File: src/design/fpc_pkg.sv
// fpc_pkg: shared types and constants for the filtered pearson correlation block
// no dependencies

package fpc_pkg;

  localparam int MaxSamples = 4096;
  localparam int CntW       = $clog2(MaxSamples + 1);
  localparam int SampleW    = 16;
  localparam int SumW       = 29;
  localparam int SqW        = 43;
  localparam int PrW        = 44;
  localparam int WideW      = 64;
  localparam int QDepth     = 4;
  localparam int QPtrW      = $clog2(QDepth);

  localparam logic [1:0] RegLow  = 2'd0;
  localparam logic [1:0] RegHigh = 2'd1;
  localparam logic [1:0] RegMin  = 2'd2;

  // classified item passed from front to back
  typedef struct packed {
    logic                      ok;
    logic                      last;
    logic signed [SampleW-1:0] x;
    logic signed [SampleW-1:0] y;
  } item_t;

  typedef enum logic [3:0] {
    S_ACC, S_PROD, S_PREP, S_DEN, S_RHS, S_SRCH, S_SMUL, S_SCMP, S_OUT
  } back_state_t;

endpackage

File: src/design/fpc_front.sv
// fpc_front: input acceptance, pair filtering and the small queue to the back end
// depends on fpc_pkg

module fpc_front (
  input  logic                            clk,
  input  logic                            rst,
  input  logic                            valid,
  output logic                            stall,
  input  logic signed [fpc_pkg::SampleW-1:0] x_sample,
  input  logic                            x_missing,
  input  logic signed [fpc_pkg::SampleW-1:0] y_sample,
  input  logic                            y_missing,
  input  logic                            last_sample,
  input  logic signed [fpc_pkg::SampleW-1:0] low_bound,
  input  logic signed [fpc_pkg::SampleW-1:0] high_bound,
  output logic                            q_valid,
  output fpc_pkg::item_t                  q_item,
  input  logic                            q_take
);
  import fpc_pkg::*;

  item_t            mem [QDepth];
  logic [QPtrW-1:0] wr_ptr, rd_ptr;
  logic [QPtrW:0]   fill;
  logic             push;
  item_t            in_item;

  assign stall = (fill == QPtrW'(0) + (QPtrW+1)'(QDepth));
  assign push  = valid && !stall;

  always_comb begin
    in_item.ok   = !x_missing && !y_missing && (low_bound < x_sample) &&
                   (x_sample < high_bound) && (low_bound < y_sample) &&
                   (y_sample < high_bound);
    in_item.last = last_sample;
    in_item.x    = x_sample;
    in_item.y    = y_sample;
  end

  assign q_valid = (fill != '0);
  assign q_item  = mem[rd_ptr];

  always_ff @(posedge clk) begin
    if (push) mem[wr_ptr] <= in_item;
    if (rst) begin
      wr_ptr <= '0;
      rd_ptr <= '0;
      fill   <= '0;
    end else begin
      if (push) wr_ptr <= wr_ptr + 1'b1;
      if (q_take) rd_ptr <= rd_ptr + 1'b1;
      fill <= fill + (QPtrW+1)'(push) - (QPtrW+1)'(q_take);
    end
  end

endmodule

File: config.mk
export PLATFORM = sky130hd
export DESIGN_NAME = fpc_front
export DESIGN_NICKNAME = d
export VERILOG_FILES = /design/src/design/fpc_pkg.sv /design/src/design/fpc_front.sv
export SDC_FILE = /design/constraint.sdc
export NUM_CORES = 1
export LEC_CHECK = 0
export BUFFER_PORTS_ARGS = -buffer_cell sky130_fd_sc_hd__buf_2
export CAP_MARGIN = 20
export CORE_ASPECT_RATIO = 1.2
export CORE_MARGIN = 1
export CORE_UTILIZATION = 50
export CTS_CLUSTER_DIAMETER = 40
export DETAILED_ROUTE_END_ITERATION = 10
export PLACE_DENSITY = 0.72
export SLEW_MARGIN = 20
export SYNTH_ARGS = -nofsm -noshare
export SYNTH_HDL_FRONTEND = slang
export SYNTH_SLANG_ARGS = --single-unit
File: constraint.sdc
create_clock -name clk -period 3.6 [get_ports clk]
set_clock_uncertainty 0.05 [all_clocks]
set_input_delay 0.72 -clock clk [delete_from_list [all_inputs] [get_ports clk]]
set_output_delay 0.72 -clock clk [all_outputs]
set_load 0.02 [all_outputs]
==> metrics.cfg <==
[floorplanning]
coreArea_sq_um = 13240
fp.dieH_um = 129.9
die-area_sq_um = 14100
rows = 46
io_pins = 107
start_util_pct = 51.46
die_w_um = 108.6

[critical_path]
critical_path.max_fanout = 21
r2r_slack_ps = 1170
r2r_start = fill[1]$_SDFF_PP0_
r2r_end = fill[2]$_SDFF_PP0_
r2r_cells = 11
crit_path_start_kind = flip-flop
crit_type = flip-flop to primary output
required_ps = 2830
endpoint_kind = primary output
crit_path_end = q_item[33]
worstPathArrival_ps = 2120

[layout]
post_route_cells_drive_above_1_share_pct = 32.07
nFillCells = 1018
diodes = 0
final_core_utilization_pct = 61.87
areaGrowthSynthToFinish_pct = 20.24
nets = 680

[logic_synthesis]
synth.most_common_cell = edfxtp_1
synth_ff_type = edfxtp_1
synth_seq_area_share_pct = 62.60
synth_top_cell_by_area = edfxtp_1
synth-async-reset-ratio_pct = 0
synth_fp_nets = 559
synthTopCellsByArea = edfxtp_1 (60%), ha_1 (12%), mux4_2 (11%)
synth-seq-cells = 145
ys_types = 38
synth_commonest_cells = edfxtp_1 (136), ha_1 (66), inv_1 (51)
syn-cell-area_sq_um = 6812
synth_top_area_share_pct = 59.96
yosys_warnings = 0
syn_avg_cell_area_sq_um = 16.18
synthCells = 421
synth_edf_count = 136

[route]
drt_first_iter_violations = 173
wl_um = 13730
drcViolationCount = 0
firstDrtPassIters = 5
routed_via_density = 5.527
postRouteAntennaNets = 0
via_count = 3996
dr_wl_met2_um = 7199
wl_per_cell_um = 18.99
met3_length_um = 562
wl_met1_um = 5679
top_layer = met4

[timing]
rsz0062_at_grt = no
max_freq_mhz = 346.3
worst_pin_slew_ps = 545.2
layout_setup_ws_ps = 712.7
holdWs_ps = 476.4
fin_crit_ps = 2887
finalMaxSlewViolations = 0
setup-violations-final = 0
final_hold_viol_count = 0
tns_ps = 0
fin_crit_sh_pct = 80.20
slew_headroom_pct = 63.65

[clocking]
numClockSinks = 145
ctsResizeCount = 0
clk_path_buf_depth = 2
htreeDepth = 4
cts_hold_buffers = 0
cts_tree = built
cts_setup_buffers = 0
cts-root-buf = clkbuf_16
insertion_delay_ps = 410
cts_buffers = 17
clk_pin_slew_ps = 60

[pwr]
peakVddDrop_v = 0.0003278
power_switching_mw = 1.224
switching_share_pct = 25.58
power_mw = 4.785
p_comb_share_pct = 18.0
power_frac_seq_pct = 44.1
clock_power_share_pct = 37.9
intPower_mw = 3.561
p_per_area_nw_per_um2 = 584.2
power.leakage_nw = 3.285

[grt]
grt_pass1_wl_um = 21060
antenna_found_initial = 0
grt_pass1_vias = 4175
grt_usage_pct = 20.76
grt_overflow = 0
grt_max_degree = 35

[hold_path]
hp-class = primary input to flip-flop

[place]
dp_slack_ps = 564.1
dp_hpwl_um = 9549
place_congestion = 0.8052
io_buffers = 106

[status]
status = completed

[run]
max-cap-violations = 0

-- state kept, by name, indices dropped and copies added (netlist names), named ones only --
| register | cells |
|---|---|
| fill | 3 |
| wr_ptr | 2 |
| mem | 136 |
| rd_ptr | 2 |
-- per-stage QoR --
stage               std cells  instance area [sq um]
floorplan                 421                   6812
global route              723                   8190
global placement          691                   7570
detailed placement        691                   7570
CTS                       723                   8190
finish                    723                   8190
-- final cells by class --
cell class                 instances  area, sq um  share of cell area (%)
clock buffer                      19        432.9                   5.286
clock inverter                    13        187.7                   2.291
inverter                          51        191.4                   2.337
multi-input combinational        215         2315                   28.26
sequential                       145         4265                   52.08
tap                              168        210.2                   2.566
timing repair buffer             112        588.1                   7.180
-- critical path, cell delays in order (launching register included) --
cell and delay, ps:
dfxtp_2 660, buf_12 290, mux4_2 560, buf_2 180
-- power groups by stage --
stage          Combinational, mW  Sequential, mW  Clock, mW
5_1_grt                    0.943            2.13       1.90
2_1_floorplan              0.574            2.12          0
3_5_place_dp               0.869            2.15          0
6_report                   0.861            2.11       1.81
4_1_cts                    0.874            2.12       1.83
3_3_place_gp               0.845            2.13          0
-- cells in the final DEF, fill, tap and decap left out, drive strengths merged, types with 4 or more instances in the layout --
cell and n:
a21o 8, bufinv 4, inv 51, mux4 34, a211oi 6, edfxtp 136
o21ai 6, nand3 4, and2 4, buf 112, ha 66, clkbuf 19
dfxtp 9, nand2 13, clkinv 7, nand4 8, nor2 17, a21oi 15
nor2b 5
-- logic make-up (layout without fill, tap and decap cells) --
kind of cell / count (synthesis) / in the layout / synth area share, %
compound gates: 48 / 48 / 5.070
xor+xnor: 5 / 5 / 0.6430
fa+ha+maj: 67 / 67 / 12.42
buf+inv: 61 / 195 / 3.416
flops: 145 / 145 / 62.60
mux: 37 / 37 / 11.68
simple gates: 58 / 58 / 4.170
-- how the worst min path moves through the flow --
| stage | from | to | cells past startpoint |
|---|---|---|---|
| finish | last_sample | mem[3][32]$_DFFE_PP_ | 1 |
| detailed placement | rd_ptr[0]$_SDFFE_PP0P_ | flip-flop | 2 |
| CTS | last_sample | mem[3][32]$_DFFE_PP_ | 1 |
| floorplan | rd_ptr[1]$_SDFFE_PP0P_ | flip-flop | 2 |
| global placement | rd_ptr[1]$_SDFFE_PP0P_ | flip-flop | 2 |
| global route | last_sample | mem[3][32]$_DFFE_PP_ | 1 |
-- metal layers --
metal  vias to the layer above  GRT usage (%)
li1                       1875              -
met1                      2012          24.28
met2                        89          36.93
met3                        20          3.746
met4                         0          9.777
met5                         -              0
Note: power is estimated with default switching activity, not from simulation.
